<file path="src/rtl/core/tfd_pkg.sv">
// ----------------------------------------------------------------------------
// tfd_pkg: shared types and constants of the telemetry frame deframer
// frame layout, status codes, register indexes and the frame record
// ----------------------------------------------------------------------------
package tfd_pkg;

	localparam int unsigned IDX_W         = 5;
	localparam int unsigned LAST_IDX      = 18;
	localparam int unsigned STORE_DEPTH   = 17;
	localparam int unsigned QUEUE_DEPTH   = 2;
	localparam int unsigned QPTR_W        = $clog2(QUEUE_DEPTH);
	localparam int unsigned QCNT_W        = $clog2(QUEUE_DEPTH + 1);
	localparam int unsigned TDATA_W       = 120;

	localparam logic [7:0] LEN_BYTE_VALUE = 8'd16;
	localparam logic [7:0] START_RESET    = 8'hAA;
	localparam logic [7:0] VERSION_RESET  = 8'h01;

	// register indexes of the configuration port
	localparam logic REG_START_BYTE  = 1'b0;
	localparam logic REG_EXP_VERSION = 1'b1;

	typedef enum logic [1:0] {
		ST_OK      = 2'd0,
		ST_BAD_LEN = 2'd1,
		ST_BAD_VER = 2'd2,
		ST_BAD_SUM = 2'd3
	} status_t;

	typedef struct packed {
		status_t            status;
		logic signed [15:0] temp_inlet;
		logic signed [15:0] temp_outlet;
		logic [15:0]        pressure;
		logic [15:0]        motor_rpm;
		logic               estop_active;
		logic               door_closed;
		logic               alarm_active;
		logic [15:0]        alarm_code;
		logic [31:0]        uptime_ms;
	} frame_rec_t;

	typedef struct packed {
		logic full;
		logic empty;
	} q_flags_t;

endpackage

</file>
<file path="src/rtl/core/tfd_front.sv">
// ----------------------------------------------------------------------------
// tfd_front: byte hunter and frame collector
// hunts for the start byte, stores the frame, keeps the sum and checks it
// ----------------------------------------------------------------------------
module tfd_front (
	input  logic              clk,
	input  logic              arst_n,
	input  logic              cfg_we,
	input  logic              cfg_idx,
	input  logic [7:0]        cfg_wdata,
	input  logic              s_tvalid,
	output logic              s_tready,
	input  logic [7:0]        rx_byte,
	input  tfd_pkg::q_flags_t q_flags,
	output logic              push,
	output tfd_pkg::frame_rec_t rec
);
	import tfd_pkg::*;

	logic [7:0]       start_byte_q;
	logic [7:0]       exp_version_q;
	logic [IDX_W-1:0] byte_idx_q;
	logic [7:0]       sum_q;
	logic [7:0]       store_q [STORE_DEPTH];
	logic             accept;
	logic             hunting;
	logic             last_byte;
	logic [IDX_W-1:0] store_idx;
	status_t          status;

	always_ff @(posedge clk or negedge arst_n) begin
		if (!arst_n) begin
			start_byte_q  <= START_RESET;
			exp_version_q <= VERSION_RESET;
		end else if (cfg_we) begin
			unique case (cfg_idx)
				REG_START_BYTE:  start_byte_q  <= cfg_wdata;
				REG_EXP_VERSION: exp_version_q <= cfg_wdata;
				default: ;
			endcase
		end
	end

	assign hunting   = (byte_idx_q == '0) || (byte_idx_q > IDX_W'(LAST_IDX));
	assign last_byte = (byte_idx_q == IDX_W'(LAST_IDX));
	// only the checksum byte needs room in the queue
	assign s_tready  = !(last_byte && q_flags.full);
	assign accept    = s_tvalid && s_tready;
	assign push      = accept && last_byte;
	// byte k of the frame sits in entry k-1
	assign store_idx = byte_idx_q - IDX_W'(1);

	always_ff @(posedge clk or negedge arst_n) begin
		if (!arst_n) begin
			byte_idx_q <= '0;
			sum_q      <= '0;
		end else if (accept) begin
			if (hunting) begin
				if (rx_byte == start_byte_q) begin
					byte_idx_q <= IDX_W'(1);
					sum_q      <= rx_byte;
				end else begin
					byte_idx_q <= '0;
				end
			end else if (last_byte) begin
				byte_idx_q <= '0;
				sum_q      <= '0;
			end else begin
				byte_idx_q <= byte_idx_q + IDX_W'(1);
				sum_q      <= sum_q + rx_byte;
			end
		end
	end

	always_ff @(posedge clk) begin
		if (accept && !hunting && !last_byte) begin
			store_q[store_idx] <= rx_byte;
		end
	end

	always_comb begin
		priority if (store_q[0] != LEN_BYTE_VALUE) begin
			status = ST_BAD_LEN;
		end else if (store_q[1] != exp_version_q) begin
			status = ST_BAD_VER;
		end else if (sum_q != rx_byte) begin
			status = ST_BAD_SUM;
		end else begin
			status = ST_OK;
		end
	end

	always_comb begin
		rec        = '0;
		rec.status = status;
		if (status == ST_OK) begin
			rec.temp_inlet   = {store_q[3], store_q[2]};
			rec.temp_outlet  = {store_q[5], store_q[4]};
			rec.pressure     = {store_q[7], store_q[6]};
			rec.motor_rpm    = {store_q[9], store_q[8]};
			rec.estop_active = store_q[10][0];
			rec.door_closed  = store_q[10][1];
			rec.alarm_active = store_q[10][2];
			rec.alarm_code   = {store_q[12], store_q[11]};
			rec.uptime_ms    = {store_q[16], store_q[15], store_q[14], store_q[13]};
		end
	end

endmodule

</file>
<file path="src/rtl/core/tfd_queue.sv">
// ----------------------------------------------------------------------------
// tfd_queue: short queue of frame records
// decouples the collector from the output stage
// ----------------------------------------------------------------------------
module tfd_queue (
	input  logic                clk,
	input  logic                arst_n,
	input  logic                push,
	input  tfd_pkg::frame_rec_t din,
	input  logic                pop,
	output tfd_pkg::frame_rec_t dout,
	output tfd_pkg::q_flags_t   flags
);
	import tfd_pkg::*;

	frame_rec_t        mem_q [QUEUE_DEPTH];
	logic [QPTR_W-1:0] wr_ptr_q;
	logic [QPTR_W-1:0] rd_ptr_q;
	logic [QCNT_W-1:0] count_q;
	logic              do_push;
	logic              do_pop;

	assign flags.full  = (count_q == QCNT_W'(QUEUE_DEPTH));
	assign flags.empty = (count_q == '0);
	assign do_push     = push && !flags.full;
	assign do_pop      = pop && !flags.empty;
	assign dout        = mem_q[rd_ptr_q];

	always_ff @(posedge clk or negedge arst_n) begin
		if (!arst_n) begin
			wr_ptr_q <= '0;
			rd_ptr_q <= '0;
			count_q  <= '0;
		end else begin
			if (do_push) begin
				wr_ptr_q <= wr_ptr_q + QPTR_W'(1);
			end
			if (do_pop) begin
				rd_ptr_q <= rd_ptr_q + QPTR_W'(1);
			end
			if (do_push && !do_pop) begin
				count_q <= count_q + QCNT_W'(1);
			end else if (do_pop && !do_push) begin
				count_q <= count_q - QCNT_W'(1);
			end
		end
	end

	always_ff @(posedge clk) begin
		if (do_push) begin
			mem_q[wr_ptr_q] <= din;
		end
	end

endmodule

</file>
<file path="src/rtl/core/tfd_back.sv">
// ----------------------------------------------------------------------------
// tfd_back: output register stage
// takes records from the queue and presents them on the output stream
// ----------------------------------------------------------------------------
module tfd_back (
	input  logic                     clk,
	input  logic                     arst_n,
	input  tfd_pkg::frame_rec_t      din,
	input  tfd_pkg::q_flags_t        q_flags,
	output logic                     pop,
	output logic                     m_tvalid,
	input  logic                     m_tready,
	output logic [tfd_pkg::TDATA_W-1:0] m_tdata,
	output logic [1:0]               m_tuser
);
	import tfd_pkg::*;

	logic       out_valid_q;
	frame_rec_t out_q;

	// refill whenever the register is empty or its transfer completes
	assign pop = !q_flags.empty && (!out_valid_q || m_tready);

	always_ff @(posedge clk or negedge arst_n) begin
		if (!arst_n) begin
			out_valid_q <= 1'b0;
		end else if (!out_valid_q || m_tready) begin
			out_valid_q <= !q_flags.empty;
		end
	end

	always_ff @(posedge clk) begin
		if (pop) begin
			out_q <= din;
		end
	end

	assign m_tvalid = out_valid_q;
	assign m_tuser  = out_q.status;
	assign m_tdata  = {5'b0, out_q.uptime_ms, out_q.alarm_code, out_q.alarm_active,
		out_q.door_closed, out_q.estop_active, out_q.motor_rpm, out_q.pressure,
		out_q.temp_outlet, out_q.temp_inlet};

endmodule

</file>
<file path="src/rtl/core/telemetry_frame_deframer_core.sv">
// ----------------------------------------------------------------------------
// telemetry_frame_deframer_core: receiver for 19-byte telemetry frames
//
// input stream s_*: one received byte per transfer in s_tdata[7:0]
// output stream m_*: one record per completed frame, status in m_tuser
// configuration: cfg_we writes cfg_wdata to register cfg_idx
//   (0 start byte, 1 expected version); the user writes only while the block
//   is idle, which the block itself does not enforce
// a byte is taken every cycle while s_tready is high; the collector stores
// the frame and keeps the running sum, and on the checksum byte it pushes a
// record into a two-entry queue. the record leaves the queue through an
// output register, which drives m_tvalid. throughput is one byte per cycle
// while s_tready is high, set by the single collector stage.
// when the receiver stalls, records pile up in the queue and output register;
// with both full, s_tready drops only on a checksum byte.
// reset returns both registers to their defaults, empties the queue and
// starts hunting for the start byte.
// ----------------------------------------------------------------------------
module telemetry_frame_deframer_core (
	input  logic                        clk,
	input  logic                        arst_n,
	input  logic                        cfg_we,
	input  logic                        cfg_idx,
	input  logic [7:0]                  cfg_wdata,
	input  logic                        s_tvalid,
	output logic                        s_tready,
	input  logic [7:0]                  s_tdata,  // [7:0] rx_byte
	output logic                        m_tvalid,
	input  logic                        m_tready,
	// [15:0] temp_inlet, [31:16] temp_outlet, [47:32] pressure,
	// [63:48] motor_rpm, [64] estop_active, [65] door_closed,
	// [66] alarm_active, [82:67] alarm_code, [114:83] uptime_ms, rest zero
	output logic [tfd_pkg::TDATA_W-1:0] m_tdata,
	output logic [1:0]                  m_tuser   // [1:0] status
);
	import tfd_pkg::*;

	q_flags_t   q_flags;
	frame_rec_t push_rec;
	frame_rec_t pop_rec;
	logic       push;
	logic       pop;

	tfd_front u_front (
		.clk       (clk),
		.arst_n    (arst_n),
		.cfg_we    (cfg_we),
		.cfg_idx   (cfg_idx),
		.cfg_wdata (cfg_wdata),
		.s_tvalid  (s_tvalid),
		.s_tready  (s_tready),
		.rx_byte   (s_tdata),
		.q_flags   (q_flags),
		.push      (push),
		.rec       (push_rec)
	);

	tfd_queue u_queue (
		.clk    (clk),
		.arst_n (arst_n),
		.push   (push),
		.din    (push_rec),
		.pop    (pop),
		.dout   (pop_rec),
		.flags  (q_flags)
	);

	tfd_back u_back (
		.clk      (clk),
		.arst_n   (arst_n),
		.din      (pop_rec),
		.q_flags  (q_flags),
		.pop      (pop),
		.m_tvalid (m_tvalid),
		.m_tready (m_tready),
		.m_tdata  (m_tdata),
		.m_tuser  (m_tuser)
	);

endmodule

</file>
<file path="config.mk">
export PLATFORM = sky130hd
export DESIGN_NAME = telemetry_frame_deframer_core
export DESIGN_NICKNAME = d
export VERILOG_FILES = /design/src/rtl/core/tfd_pkg.sv /design/src/rtl/core/tfd_front.sv /design/src/rtl/core/tfd_queue.sv /design/src/rtl/core/tfd_back.sv /design/src/rtl/core/telemetry_frame_deframer_core.sv
export SDC_FILE = /design/constraint.sdc
export NUM_CORES = 1
export LEC_CHECK = 0
export ABC_AREA = 0
export BUFFER_PORTS_ARGS = -buffer_cell sky130_fd_sc_hd__buf_2
export CORE_AREA = 2 2 205 207
export CTS_CLUSTER_DIAMETER = 100
export DETAILED_ROUTE_END_ITERATION = 10
export DIE_AREA = 0 0 207 209
export PLACE_DENSITY = 0.61
export SYNTH_ARGS = -nofsm -noshare
export SYNTH_HDL_FRONTEND = slang
export SYNTH_HIERARCHICAL = 1
export SYNTH_SLANG_ARGS = --single-unit
</file>
<file path="constraint.sdc">
create_clock -name clk -period 13.6 [get_ports clk]
set_input_delay 2.04 -clock clk [delete_from_list [all_inputs] [get_ports clk]]
set_output_delay 2.04 -clock clk [all_outputs]
set_load 0.02 [all_outputs]
</file>
# --- Word level (Yosys, flattened, before mapping) ---
# Memory sizes are Yosys's and may differ from the RTL's. A register that Yosys moved wholly into a read port is not among the register bits.
# Index checks and enable logic that the tools add are counted.
totals:
  register_bits: 34
  output_inout_bits: 124
  n_memories: 2
  word_cells: 69
  ramBits: 370
mem_list:
  columns: ["name", "words", "width", "rd", "rd_ports_with_merged_regs", "wr", "line_no", "source"]
  rows:
  - ["u_queue.mem_q", 2, 117, 1, 1, 1, "tfd_queue.sv:16", "frame_rec_t mem_q [QUEUE_DEPTH];"]
  - ["u_front.store_q", 17, 8, 17, 0, 1, "tfd_front.sv:24", "logic [7:0] store_q [STORE_DEPTH];"]
op_classes:
  n_eq_ne: 7
  n_addsub: 7
  bitwise_logic: 1
  order_cmp: 1
  muxes: 16
  reduce_logical: 27
op_table:
  columns: ["cell", "count"]
  rows:
  - ["115-bit two-way mux", 1]
  - ["8-bit two-way mux", 3]
  - ["8-bit != test", 2]
  - ["1-bit logical AND", 10]
  - ["2-bit two-way mux", 5]
  - ["5-bit two-way mux", 2]
  - ["8-bit adder", 1]
  - ["8-bit equality test", 1]
  - ["1-bit zero test", 8]
  - ["8-bit by 5-bit != test with 1-bit output (second input constant)", 1]
  - ["2-bit AND reduction", 3]
  - ["5-bit by 1-bit adder with 5-bit output (second input constant)", 1]
  - ["5-bit equality test (second input constant)", 1]
  - ["5-bit greater-than comparator (second input constant)", 1]
  - ["5-bit zero test", 1]
  - ["1-bit two-way mux", 5]
  - ["5-bit by 1-bit subtractor with 5-bit output (second input constant)", 1]
  - ["2-bit zero test", 2]
  - ["1-bit adder (second input constant)", 2]
  - ["2-bit by 1-bit adder with 2-bit output (second input constant)", 1]
  - ["2-bit equality test (second input constant)", 1]
  - ["1-bit logical OR", 2]
  - ["2-bit != test (second input constant)", 1]
  - ["2-bit nonzero test", 1]
  - ["other kinds (2)", 2]

# --- Depth between registers and ports, before layout ---
# Gate-level depths: netlist of run 1.
logic_depth:
  word_depth: 10
  depth_mapped: 11
  depth_no_buf: 11

# --- By module ---
# Netlist of run 1, hierarchy kept.
modules_own_cells:
  columns: ["module", "cells_per_inst", "area_per_inst_um2", "instances"]
  rows:
  - ["tfd_queue", 383, 8705.8, 1]
  - ["tfd_front", 485, 6842.8, 1]
  - ["tfd_back", 128, 3604.7, 1]

# --- Worst setup path after synthesis of run 1 ---
# Ideal clock, no wire load.
synth_timing:
  path_kind: "input port to flip-flop"
  from: "in s_tvalid"
  to: "mem u_queue/mem_q[0][0] in the netlist's numbering (enable)"
  required_ns: 13.006
  setup_ns: 0.594
  cell_stages: 4
  slack_ns: 5.797
  arrival_ns: 7.209
  n_path_buf: 0
  cell_sequence: "nand2_2 nor2_1 nand2_1 nor2_1"
synth_via:
  elab_chain_len: 5
synth_lines:
  columns: ["item", "line_no", "source"]
  rows:
  - ["from (decl)", "telemetry_frame_deframer_core.sv:25", "input logic s_tvalid,"]
  - ["1-bit logical AND", "tfd_front.sv:48", "assign accept = s_tvalid && s_tready;"]
  - ["1-bit logical AND", "tfd_front.sv:49", "assign push = accept && last_byte;"]
  - ["named net push", "telemetry_frame_deframer_core.sv:41", "logic push;"]
  - ["1-bit logical AND", "tfd_queue.sv:25", "assign do_push = push && !flags.full;"]
  - ["1-bit two-way mux", "tfd_queue.sv:50", "if (do_push) begin"]
  - ["1-bit two-way mux (not written as such)", "tfd_queue.sv:51", "mem_q[wr_ptr_q] <= din;"]
  - ["to (decl)", "tfd_queue.sv:16", null]
# The timed path passes the listed nets, and every way through them passes these cells.

==> results of run 1 <==
per-layer routing:
| metal | routed length [um] | global-route usage (%) | up-vias |
|---|---|---|---|
| li1 | - | - | 4094 |
| met1 | 15200 | 21.1 | 4463 |
| met2 | 17100 | 26.5 | 177 |
| met3 | 1550 | 3.77 | 52 |
| met4 | 695 | 4.88 | 2 |
| met5 | 14 | 0 | - |
cell type report:
cell class                      count  share of cell area [%]
Clock inverter                     21                   0.685
Sequential cell                   516                    69.9
Clock buffer                       63                    6.22
Timing Repair Buffer              151                    3.57
Tap cell                          539                    3.08
Multi-Input combinational cell    439                    16.4
Inverter                            8                   0.137
power by group:
part           switching, uW  total (uW)  internal (uW)  leakage, uW
Combinational            157         260            102      0.00236
Sequential              32.1        1800           1770      0.00564
Clock                    543        1280            741     0.000734
cells by family after synthesis:
| family | Yosys count |
|---|---|
| multiplexers | 135 |
| AO/OA/AOI/OAI | 47 |
| buffers and inverters | 45 |
| other | 1 |
| flip-flops | 516 |
| adder cells (fa/ha/maj) | 14 |
| XOR/XNOR | 28 |
| AND/OR/NAND/NOR | 210 |
critical path: cells and delay by family:
family	cells	cell delay (ns)
and+or+nand+nor	6	1.49
buffers and inverters	2	1.12
adders and majority gates	1	0.38
through the flow:
step	cell area (um^2)	utilization, %	setup WS [ns]	hold slack (ns)
2_1_floorplan	19200	-	5.80	0.460
3_3_place_gp	20400	49.4	8.25	0.503
3_5_place_dp	20400	49.4	8.21	0.504
4_1_cts	21900	53.1	8.82	0.516
5_1_grt	21900	53.1	8.50	0.549
6_report	21900	53.1	8.88	0.520
how the worst max path moves through the flow:
stage / end / start / slack, ns / cells past startpoint
after floorplan: u_queue/mem_q[0][0] / s_tvalid / 5.80 / 4
after global placement: u_queue/mem_q[0][78] / s_tdata[6] / 8.25 / 9
after detailed placement: u_queue/mem_q[0][77] / s_tdata[6] / 8.21 / 9
after CTS: u_queue/mem_q[1][66] / s_tdata[6] / 8.82 / 9
after global routing: u_queue/mem_q[1][112] / s_tdata[6] / 8.50 / 9
final: u_queue/mem_q[0][104] / s_tdata[6] / 8.88 / 9
layout by cell type (no fill, tap or decap), types with 10 or more instances in the layout:
master and n:
nand2_1 16, and2_1 116, clkbuf_16 53, xnor2_1 16, clkinv_1 11, edfxtp_1 482
xor2_1 12, dfrtp_1 28, a21oi_1 11, mux2_2 114, ha_1 13, nor2_1 34
buf_2 140, mux2_4 20, clkbuf_1 10, buf_4 11
Yosys cell counts (all sizes together) (2+ instances only):
library cell,n
a21o,4
a21oi,12
a22oi,5
a31oi,6
and2,116
buf,27
clkbuf,10
dfrtp,29
dfstp,5
edfxtp,482
ha,13
inv,8
mux2,134
nand2,19
nand2b,2
nand3,6
nand3b,2
nand4,3
nor2,35
nor2b,8
nor3,2
nor3b,5
nor4,5
o21ai,11
or2,2
xnor2,16
xor2,12
sequential cells by signal, indices dropped and copies added, names as in the netlist:
register / cells
u_queue/count_q: 2
u_front/exp_version_q: 8
u_queue/rd_ptr_q: 1
u_queue/wr_ptr_q: 1
u_back/m_tvalid: 1
u_front/store_q: 131
u_back/m_tuser: 2
u_front/start_byte_q: 8
u_queue/mem_q: 234
u_front/sum_q: 8
u_back/m_tdata: 115
u_front/byte_idx_q: 5
==> summary.md, run 1 <==
| Metric | Value |
|---|---|
| Status | `finished, final reports clean` |
| Critical-path top delay cell | `buf_4` |
| Static Leak | `~0.0087 uW` |
| Pin count of the biggest net entering global routing | `~90` |
| CTS Buf Count | `51` |
| Wirelength per Cell | `between 15 and 20 um` |
| Clock Tree Root | `clkbuf_16` |
| RSZ-0062 raised after global routing | `false` |
| Register-to-Register Setup Slack | `around 10 ns` |
| Via count | `8788` |
| YS warnings | `6` |
| XOR/XNOR Fraction of Synth Area | `~1.3%` |
| Post-cts sizing count | `0` |
| #FFs+latches synth | `roughly 520` |
| Initial antenna violation count | `1` |
| Synth async-reset ratio | `around 6.6%` |
| WP data arrival | `5.15 ns` |
| Main combinational cell family by area after synthesis | `multiplexers` |
| Placer Congestion | `0.792` |
| Via density | `around 5.1` |
| Reg2Reg Depth | `5` |
| Cells after synthesis | `approximately 1000` |
| CP peak stage delay | `0.71 ns` |
| Syn Area/Cell | `around 19 um^2` |
| Detail Route Antenna Nets | `0` |
| Worst setup EP type | `flip-flop` |
| Synth Flop Type | `edfxtp_1` |
| Number of clock sinks | `516` |
| Crit-path cells | `buf_2, ha_1, nor4_1, nand2_1, nor4_1, nor2b_1, and2b_2, buf_4, and2_1` |
| P&R area growth vs syn | `14.5%` |
| Grt ovf | `0` |
| Share of cells above drive strength 1 | `between 30% and 40%` |
| Total power | `about 3300 uW` |
| # Post-CTS Setup Buffers | `0` |
| Final Max Slew Viols | `0` |
| Setup CP Type | `primary input to flip-flop` |
| Netlist cell types | `between 50 and 60` |
| Hold depth | `1` |
| Clock transition at path regs | `0.06 ns` |
| CTS H-tree depth | `2` |
| Final std cells w/o fill | `1737` |
| Die area | `roughly 0.043 mm^2` |
| Worst hold start | `u_queue/count_q[1]` |
| Starting Density | `between 40% and 50%` |
| DRT Pass-1 Iters | `4` |
| Hold crit path type | `flip-flop to flip-flop` |
| Routed WL | `between 30000 and 40000 um` |
| Max Cap Viol | `0` |
| Chip Width | `a little over 200 um` |
| WHS Endpoint | `u_queue/count_q[1]` |
| CP most frequent cell | `nor4_1` |
| Min cycle time layout | `~4.7 ns` |
| Fmax achieved | `212 MHz` |
| Final Cycle Share | `between 30% and 40%` |
| Final Skew | `0.0191 ns` |
| FF-to-FF Start | `u_front/byte_idx_q[2]` |
| Slew @ Worst Pin | `1.11 ns` |
| IO Pins | `146` |
| TNS Setup | `0 ns` |
| Clock tree buffer depth | `3` |
| Number of synthesized flops with an enable pin | `a little under 500` |
| Fillcell total | `3300` |
| Leading area contributor after synthesis | `edfxtp_1` |
| Final Hold Vio Count | `0` |
| Worst-skew pair later-pin latency | `between 0.5 and 0.6 ns` |
| Drt drc | `0` |
| Ant diodes | `0` |
| VDD IR-drop max | `approximately 0.084 mV` |
| Multi-input logic area | `around 0.0036 mm^2` |
| Relative slew margins | `26.3%` |
| Core Rows | `between 70 and 80` |
| Simple-gate portion of the synthesized area | `under 10%` |
| Core ar. | `0.0413 mm^2` |
| Post-synthesis compound-gate area fraction | `between 1.5 and 2%` |
| CP Max Fanout | `90` |
| Adder-Cell Fraction of Synth Area | `less than 1%` |
| PwrDens | `around 150 mW/mm^2` |
| Dominant cells by area after synthesis | `edfxtp_1 76%, mux2_2 6.7%, and2_1 3.8%, dfrtp_1 3.8%, mux2_4 1.6%` |
| Placed insts | `~1700` |
| Reg2reg end | `u_queue/mem_q[1][66]` |
| Post-synthesis mux area share | `under 10%` |
| Dpl hpwl | `19400 um` |
| Mapped Area | `about 0.019 mm^2` |
| DRT iter0 DRCs | `between 400 and 500` |
| Hold buffer count at cts | `0` |
| Startpoint types | `primary input` |
| Final setup violation count | `0` |
| PortBufs | `140` |
| CTS tree | `yes` |
| Seq. cell area | `around 0.015 mm^2` |
| Register area share after synthesis | `between 80% and 90%` |
| Vias in the first global route | `between 8000 and 9000` |
| First-pass GRT wire length | `approximately 53000 um` |
| Top cell type's share of synthesized area | `between 70 and 80%` |
| NumNets Final | `~1200` |
| CP required | `~14 ns` |
| DIE HEIGHT | `~210 um` |
| Gr usage total | `16.0%` |
Power figures use the tool's default switching activity.
==> inputs of run 2 (changes only) <==
- ABC_AREA: 0 -> 1
- CORE_AREA: 2 2 205 207 -> 2 2 207 209
- DIE_AREA: 0 0 207 209 -> 0 0 209 211
- PLACE_DENSITY: 0.61 -> 0.63
- clock period: 13.6 -> 4.2 ns (I/O delays scaled with it)
==> summary.md, run 2 <==
| Metric | Value |
|---|---|
| Number of clock sinks | `516 (unchanged)` |
| # Post-CTS Setup Buffers | `0 (unchanged)` |
| Placer Congestion | `0.831 (was 0.792)` |
| P&R area growth vs syn | `14.5% (about the same)` |
| Clock tree buffer depth | `3 (unchanged)` |
| Main combinational cell family by area after synthesis | `simple AND/OR/NAND/NOR gates (was multiplexers)` |
| Simple-gate portion of the synthesized area | `13.7% (was 6.32%)` |
| Final Hold Vio Count | `0 (unchanged)` |
| Worst hold slack | `0.134 ns (was 0.520 ns)` |
| Clock Tree Root | `clkbuf_16 (unchanged)` |
| VDD IR-drop max | `0.353 mV (was 0.0841 mV)` |
| CP endpoint | `u_queue/mem_q[0][92] (was u_queue/mem_q[0][104])` |
| Mapped Area | `0.0195 mm^2 (was 0.0192 mm^2)` |
| Adder-Cell Fraction of Synth Area | `0.939% (was 0.954%)` |
| Crit-path cells | `inv_1, ha_1, nand3_1, clkinv_1, nand2_1, nand2_1, inv_1, nand2_1, inv_1, inv_1, nor2_1, nand2_1, clkinvlp_4, buf_12 (was buf_2, ha_1, nor4_1, nand2_1, nor4_1, nor2b_1, and2b_2, buf_4, and2_1)` |
| Final Skew | `0.0248 ns (was 0.0191 ns)` |
| CTS Buf Count | `51 (unchanged)` |
| FF-to-FF Start | `u_front/byte_idx_q[0] (was u_front/byte_idx_q[2])` |
| Routed WL | `37100 um (was 34500 um)` |
| Netlist cell types | `32 (was 52)` |
| Total power | `13900 uW (was 3350 uW)` |
| NumNets Final | `1658 (was 1203)` |
| Reg2Reg Depth | `14 (was 5)` |
| Wirelength per Cell | `16.9 um (was 19.9 um)` |
| Die area | `0.0441 mm^2 (was 0.0433 mm^2)` |
| XOR/XNOR Fraction of Synth Area | `1.04% (was 1.28%)` |
| Critical path depth | `14 (was 9)` |
| TNS Setup | `0 ns (unchanged)` |
| Ant diodes | `0 (unchanged)` |
| Setup CP Type | `flip-flop to flip-flop (was primary input to flip-flop)` |
| Top cells by count, synth | `482 x edfxtp_1, 475 x nand2_1, 161 x inv_1 (was 482 x edfxtp_1, 116 x and2_1, 114 x mux2_2)` |
| Grt ovf | `0 (unchanged)` |
| Max FFs per register | `234 (unchanged)` |
| Chip Width | `209 um (was 207 um)` |
| Final Max Slew Viols | `0 (unchanged)` |
| Dpl hpwl | `21700 um (was 19400 um)` |
| Syn Area/Cell | `13.4 um^2 (was 19.2 um^2)` |
| Initial antenna violation count | `0 (was 1)` |
| Worst Setup SP | `u_front/byte_idx_q[0] (was s_tdata[6])` |
| DIE HEIGHT | `211 um (was 209 um)` |
| Biggest register | `u_queue/mem_q (unchanged)` |
| Worst-skew pair later-pin latency | `0.58 ns (about the same)` |
| YS warnings | `6 (unchanged)` |
| Clock transition at path regs | `0.06 ns (about the same)` |
| Final setup violation count | `0 (unchanged)` |
| Vias in the first global route | `10223 (was 8965)` |
| Gr usage total | `17.0% (was 16.0%)` |
| Delay-heaviest family, CP | `buffers and inverters (was simple AND/OR/NAND/NOR gates)` |
| Dominant cells by area after synthesis | `edfxtp_1 74%, nand2_1 9.2%, dfrtp_1 3.7%, inv_1 3.1%, nor2_1 1.9% (was edfxtp_1 76%, mux2_2 6.7%, and2_1 3.8%, dfrtp_1 3.8%, mux2_4 1.6%)` |
| Detail Route Antenna Nets | `0 (unchanged)` |
| Most frequent cells in the layout | `482 x edfxtp_1, 475 x nand2_1, 160 x inv_1 (was 482 x edfxtp_1, 140 x buf_2, 116 x and2_1)` |
| Register area share after synthesis | `78.8% (was 80.0%)` |
| Pin count of the biggest net entering global routing | `118 (was 91)` |
| Drt drc | `0 (unchanged)` |
| Share of cells above drive strength 1 | `17.0% (was 30.8%)` |
| Cells after synthesis | `1454 (was 996)` |
| Synth async-reset ratio | `6.59% (unchanged)` |
| Starting Density | `46.6% (was 46.4%)` |
| DRT Pass-1 Iters | `5 (was 4)` |
| Fmax achieved | `331 MHz` |
| IO Pins | `146 (unchanged)` |
| Via count | `10518 (was 8788)` |
| Top cell type's share of synthesized area | `74.4% (was 75.6%)` |
| Critical-path top delay cell | `buf_12 (was buf_4)` |
| Status | `finished, final reports clean (unchanged)` |
| PwrDens | `626 mW/mm^2 (was 153 mW/mm^2)` |
| Worst setup EP type | `flip-flop (unchanged)` |
| CP required | `4.41 ns (was 14.03 ns)` |
| First-pass GRT wire length | `56700 um (was 52600 um)` |
| Min cycle time layout | `3.02 ns` |
| WP data arrival | `3.23 ns (was 5.15 ns)` |
| Post-synthesis compound-gate area fraction | `0.926% (was 1.62%)` |
| Max Cap Viol | `0 (unchanged)` |
| Reg2reg end | `u_queue/mem_q[0][92] (was u_queue/mem_q[1][66])` |
| Number of synthesized flops with an enable pin | `482 (unchanged)` |
| CTS H-tree depth | `2 (unchanged)` |
| Final Cycle Share | `a little under three quarters` |
| Static Leak | `0.00939 uW (was 0.00873 uW)` |
| Startpoint types | `flip-flop (was primary input)` |
| Post-synthesis mux area share | `0% (was 8.39%)` |
| Hold buffer count at cts | `0 (unchanged)` |
| Slew @ Worst Pin | `1.12 ns (was 1.11 ns)` |
| Leading area contributor after synthesis | `edfxtp_1 (unchanged)` |
| Via density | `4.78 (was 5.06)` |
| Core ar. | `0.0418 mm^2 (was 0.0413 mm^2)` |
| Synth Flop Type | `edfxtp_1 (unchanged)` |
| Register-to-Register Setup Slack | `1.18 ns (was 10.11 ns)` |
| CP peak stage delay | `0.49 ns (was 0.71 ns)` |
| DRT iter0 DRCs | `688 (was 477)` |
| Top-count cell post-synth | `edfxtp_1 (unchanged)` |
| PortBufs | `140 (unchanged)` |
| #FFs+latches synth | `516 (unchanged)` |
| CP Max Fanout | `117 (was 90)` |
| Worst path buffer plus inverter count | `7 (was 2)` |
| Post-cts sizing count | `0 (unchanged)` |
| Relative slew margins | `25.6% (was 26.3%)` |
| RSZ-0062 raised after global routing | `false (unchanged)` |
| Most common cell after layout, fill and taps aside | `edfxtp_1 (unchanged)` |
| Hold crit path type | `primary input to async pin (was flip-flop to flip-flop)` |
| CTS tree | `yes (unchanged)` |
| Core Rows | `75 (unchanged)` |
[run 2: stage by stage]
step,setup WS (ns),utilization (%),cell area (um^2),instances
2_1_floorplan,0.309,-,19500,1458
3_3_place_gp,1.14,49.7,20800,2108
3_5_place_dp,1.07,49.7,20800,2108
4_1_cts,1.21,53.4,22300,2201
5_1_grt,0.899,53.4,22300,2201
6_report,1.18,53.4,22300,2201
[run 2: worst min-delay path by stage]
stage / start / slack (ns) / endpoint / cells after the start
after floorplan: arst_n / 0.33 / u_back/m_tvalid / 0
after CTS: arst_n / 0.14 / u_front/exp_version_q[3] / 1
after global routing: arst_n / 0.19 / u_front/exp_version_q[3] / 1
after global placement: u_queue/wr_ptr_q / 0.47 / u_queue/wr_ptr_q / 2
after detailed placement: u_front/sum_q[2] / 0.47 / u_front/sum_q[2] / 2
final: arst_n / 0.13 / u_front/byte_idx_q[0] / 1
[run 2: logic make-up after synthesis]
family	Yosys count
and+or+nand+nor	656
adders and majority gates	14
DFF	516
xor gates and xnor gates	23
buffers and inverters	210
other	1
AOI/OAI and AO/OA	34
[run 2: power by group]
| part | switching [uW] | total (uW) | internal [uW] |
|---|---|---|---|
| combinational | 2180 | 2940 | 761 |
| sequential | 310 | 6820 | 6510 |
| clock | 1790 | 4180 | 2400 |
| total | 4280 | 13900 | 9670 |
[run 2: layer usage]
metal	GRT usage (%)	vias up	routed length, um
met3	3.00	67	1950
met1	22.0	5052	15600
met4	5.69	0	815
met5	0	-	0
li1	-	5126	-
met2	29.2	273	18800
[run 2: layout make-up]
| class | count | area, um^2 |
|---|---|---|
| Inverter | 163 | 618 |
| Clock inverter | 22 | 160 |
| Tap cell | 539 | 674 |
| Clock buffer | 71 | 1370 |
| Sequential cell | 516 | 15300 |
| Multi-Input combinational cell | 732 | 3260 |
| Fill cell | 3431 | 19500 |
| Timing Repair Buffer | 158 | 861 |
[run 2: worst register-to-register path, stage by stage, from the launching register on]
cell and delay, ns:
dfrtp_1 0.43, inv_1 0.14, ha_1 0.25, nand3_1 0.14, clkinv_1 0.12, nand2_1 0.09
nand2_1 0.11, inv_1 0.17, nand2_1 0.07, inv_1 0.07, inv_1 0.04, nor2_1 0.17
nand2_1 0.13, clkinvlp_4 0.10, buf_12 0.49
==> inputs of run 3 (changes only) <==
- ABC_AREA: 1 -> 0
- CORE_AREA: 2 2 207 209 -> 2 2 205 207
- DIE_AREA: 0 0 209 211 -> 0 0 207 209
- PLACE_DENSITY: 0.63 -> 0.61
- clock period: 4.2 -> 3.09 ns (I/O delays scaled with it)
==> summary.md, run 3 (synthesized netlist as in run 1, its figures left out) <==
| Metric | Value |
|---|---|
| VDD IR-drop max | `0.394 mV (was 0.353 mV)` |
| Via density | `5.00 (was 4.78)` |
| Worst setup EP type | `flip-flop (unchanged)` |
| CTS tree | `yes (unchanged)` |
| Most frequent cells in the layout | `482 x edfxtp_1, 140 x buf_2, 116 x and2_1 (was 482 x edfxtp_1, 475 x nand2_1, 160 x inv_1)` |
| Pin count of the biggest net entering global routing | `70 (was 118)` |
| Worst-skew pair later-pin latency | `0.57 ns (was 0.58 ns)` |
| Routed WL | `35400 um (was 37100 um)` |
| Ant diodes | `0 (unchanged)` |
| Register-to-Register Setup Slack | `0.33 ns (was 1.18 ns)` |
| PwrDens | `663 mW/mm^2 (was 626 mW/mm^2)` |
| NumNets Final | `1229 (was 1658)` |
| Clock tree buffer depth | `3 (unchanged)` |
| Number of clock sinks | `516 (unchanged)` |
| Final setup violation count | `0 (unchanged)` |
| Core Rows | `75 (unchanged)` |
| CP Max Fanout | `9 (was 117)` |
| Switching Fraction | `22.2% (was 30.7%)` |
| FF-to-FF Start | `u_front/byte_idx_q[0] (unchanged)` |
| Max Cap Viol | `0 (unchanged)` |
| Most common cell after layout, fill and taps aside | `edfxtp_1 (unchanged)` |
| Chip Width | `207 um (was 209 um)` |
| First-pass GRT wire length | `53800 um (was 56700 um)` |
| Share of cells above drive strength 1 | `32.8% (was 17.0%)` |
| Starting Density | `46.4% (was 46.6%)` |
| WHS Endpoint | `u_back/m_tvalid` |
| DIE HEIGHT | `209 um (was 211 um)` |
| Total power | `14800 uW (was 13900 uW)` |
| Switching Power | `3280 uW (was 4280 uW)` |
| Die area | `0.0433 mm^2 (was 0.0441 mm^2)` |
| CP required | `3.36 ns (was 4.41 ns)` |
| TNS Setup | `0 ns (unchanged)` |
| P&R area growth vs syn | `16.5% (was 14.5%)` |
| Max FFs per register | `234 (unchanged)` |
| Biggest register | `u_queue/mem_q (unchanged)` |
| Worst hold start | `m_tready` |
| Placer Congestion | `0.800 (was 0.831)` |
| DRT iter0 DRCs | `487 (was 688)` |
| # Post-CTS Setup Buffers | `0 (unchanged)` |
| Vias in the first global route | `9039 (was 10223)` |
| Final Max Slew Viols | `0 (unchanged)` |
| Status | `finished, final reports clean (unchanged)` |
| Drt drc | `0 (unchanged)` |
| CTS Buf Count | `50 (was 51)` |
| Startpoint types | `flip-flop (unchanged)` |
| Grt ovf | `0 (unchanged)` |
| Reg2Reg Depth | `8 (was 14)` |
| Combinational Power Share | `8.3% (was 21.1%)` |
| IO Pins | `146 (unchanged)` |
| PortBufs | `140 (unchanged)` |
| Via count | `8869 (was 10518)` |
| Initial antenna violation count | `1 (was 0)` |
| Min cycle time layout | `2.76 ns (was 3.02 ns)` |
| DRT Pass-1 Iters | `4 (was 5)` |
| Detail Route Antenna Nets | `0 (unchanged)` |
| Final Skew | `0.0140 ns (was 0.0248 ns)` |
| Clock transition at path regs | `0.06 ns (about the same)` |
| Final Hold Vio Count | `0 (unchanged)` |
| Clock Tree Root | `clkbuf_16 (unchanged)` |
| Worst Setup SP | `u_front/byte_idx_q[0] (unchanged)` |
| Hold buffer count at cts | `1 (was 0)` |
| Reg2reg end | `u_front/store_q[13][1] (was u_queue/mem_q[0][92])` |
| Setup CP Type | `flip-flop to flip-flop (unchanged)` |
| Fmax achieved | `363 MHz (was 331 MHz)` |
| Int Power | `11500 uW (was 9670 uW)` |
| Post-layout util | `54.0% (was 53.4%)` |
| Proportion of power drawn by flip-flops and latches | `53.5% (was 48.9%)` |
| Core ar. | `0.0413 mm^2 (was 0.0418 mm^2)` |
| Dpl hpwl | `20200 um (was 21700 um)` |
| Gr usage total | `16.5% (was 17.0%)` |
| Relative slew margins | `46.8% (was 25.6%)` |
| Hold crit path type | `primary input to flip-flop (was primary input to async pin)` |
| Hold depth | `2` |
| Final Cycle Share | `89.3% (was 71.9%)` |
| Clock Power Share | `38.2% (was 30.0%)` |
| WP data arrival | `3.03 ns (was 3.23 ns)` |
| Static Leak | `0.00890 uW (was 0.00939 uW)` |
| CTS H-tree depth | `2 (unchanged)` |
| Wirelength per Cell | `19.9 um (was 16.9 um)` |
| Slew @ Worst Pin | `0.798 ns (was 1.12 ns)` |
| RSZ-0062 raised after global routing | `false (unchanged)` |
| Post-cts sizing count | `0 (unchanged)` |
run 3: cell count changes in the layout (fill, tap and decap cells not counted), sizes merged, moves of 6 or more:
cell   before  now
a21oi       6   12
a31oi       0    6
and2        0  116
buf       158  177
inv       163   10
mux2        0  134
nand2     476   19
nand3      24    6
nor2      148   35
nor2b       0    8
o21ai      26   11
run 3: worst max-delay path, stage by stage, from the launching register on:
cell	delay, ns
dfrtp_1	0.46
inv_2	0.12
ha_4	0.20
or4_1	0.46
mux2i_4	0.30
and2_1	0.33
nand2_1	0.22
nor2_1	0.17
buf_4	0.20
run 3: how the worst max path moves through the flow:
stage               slack, ns  cells after the start                      to
floorplan               -0.70                      5      u_queue/count_q[1]
global placement         0.23                     10    u_queue/mem_q[0][25]
detailed placement       0.19                     10    u_queue/mem_q[1][72]
CTS                      0.31                      7  u_front/store_q[10][0]
global route             0.15                      7  u_front/store_q[10][2]
finish                   0.33                      8  u_front/store_q[13][1]
run 3: cell type report:
type                       instances  area, um^2
fill                            3268       19000
clock buffer                      69        1350
timing repair buffer             178        1110
tap                              539         674
multi-input combinational        439        3640
inverter                           8        30.0
clock inverter                    24         166
sequential                       516       15300
run 3: through the flow:
stage / setup WS (ns) / std cells / hold slack, ns / cell area (um^2)
global route: 0.152 / 1773 / 0.0503 / 22300
finish: 0.332 / 1773 / 0.0682 / 22300
global placement: 0.228 / 1679 / 0.505 / 20800
floorplan: -0.695 / 1000 / 0.168 / 19200
detailed placement: 0.190 / 1679 / 0.505 / 20800
CTS: 0.312 / 1773 / 0.0353 / 22300
run 3: metal layers:
layer  vias up  part of all wire [%]  global-route usage, %
met1      4492                    44                   22.1
met2       165                    49                   26.8
li1       4156                     -                      -
met4         2                   2.5                   5.34
met5         -                 0.034                      0
met3        54                   4.2                   3.77
run 3: power groups by stage:
stage               Combinational [uW]  Clock, uW  Sequential [uW]
global placement                  1220          0             8050
CTS                               1250       5810             7910
detailed placement                1240          0             8060
floorplan                          890          0             8040
finish                            1230       5650             7910
global route                      1390       6090             7930
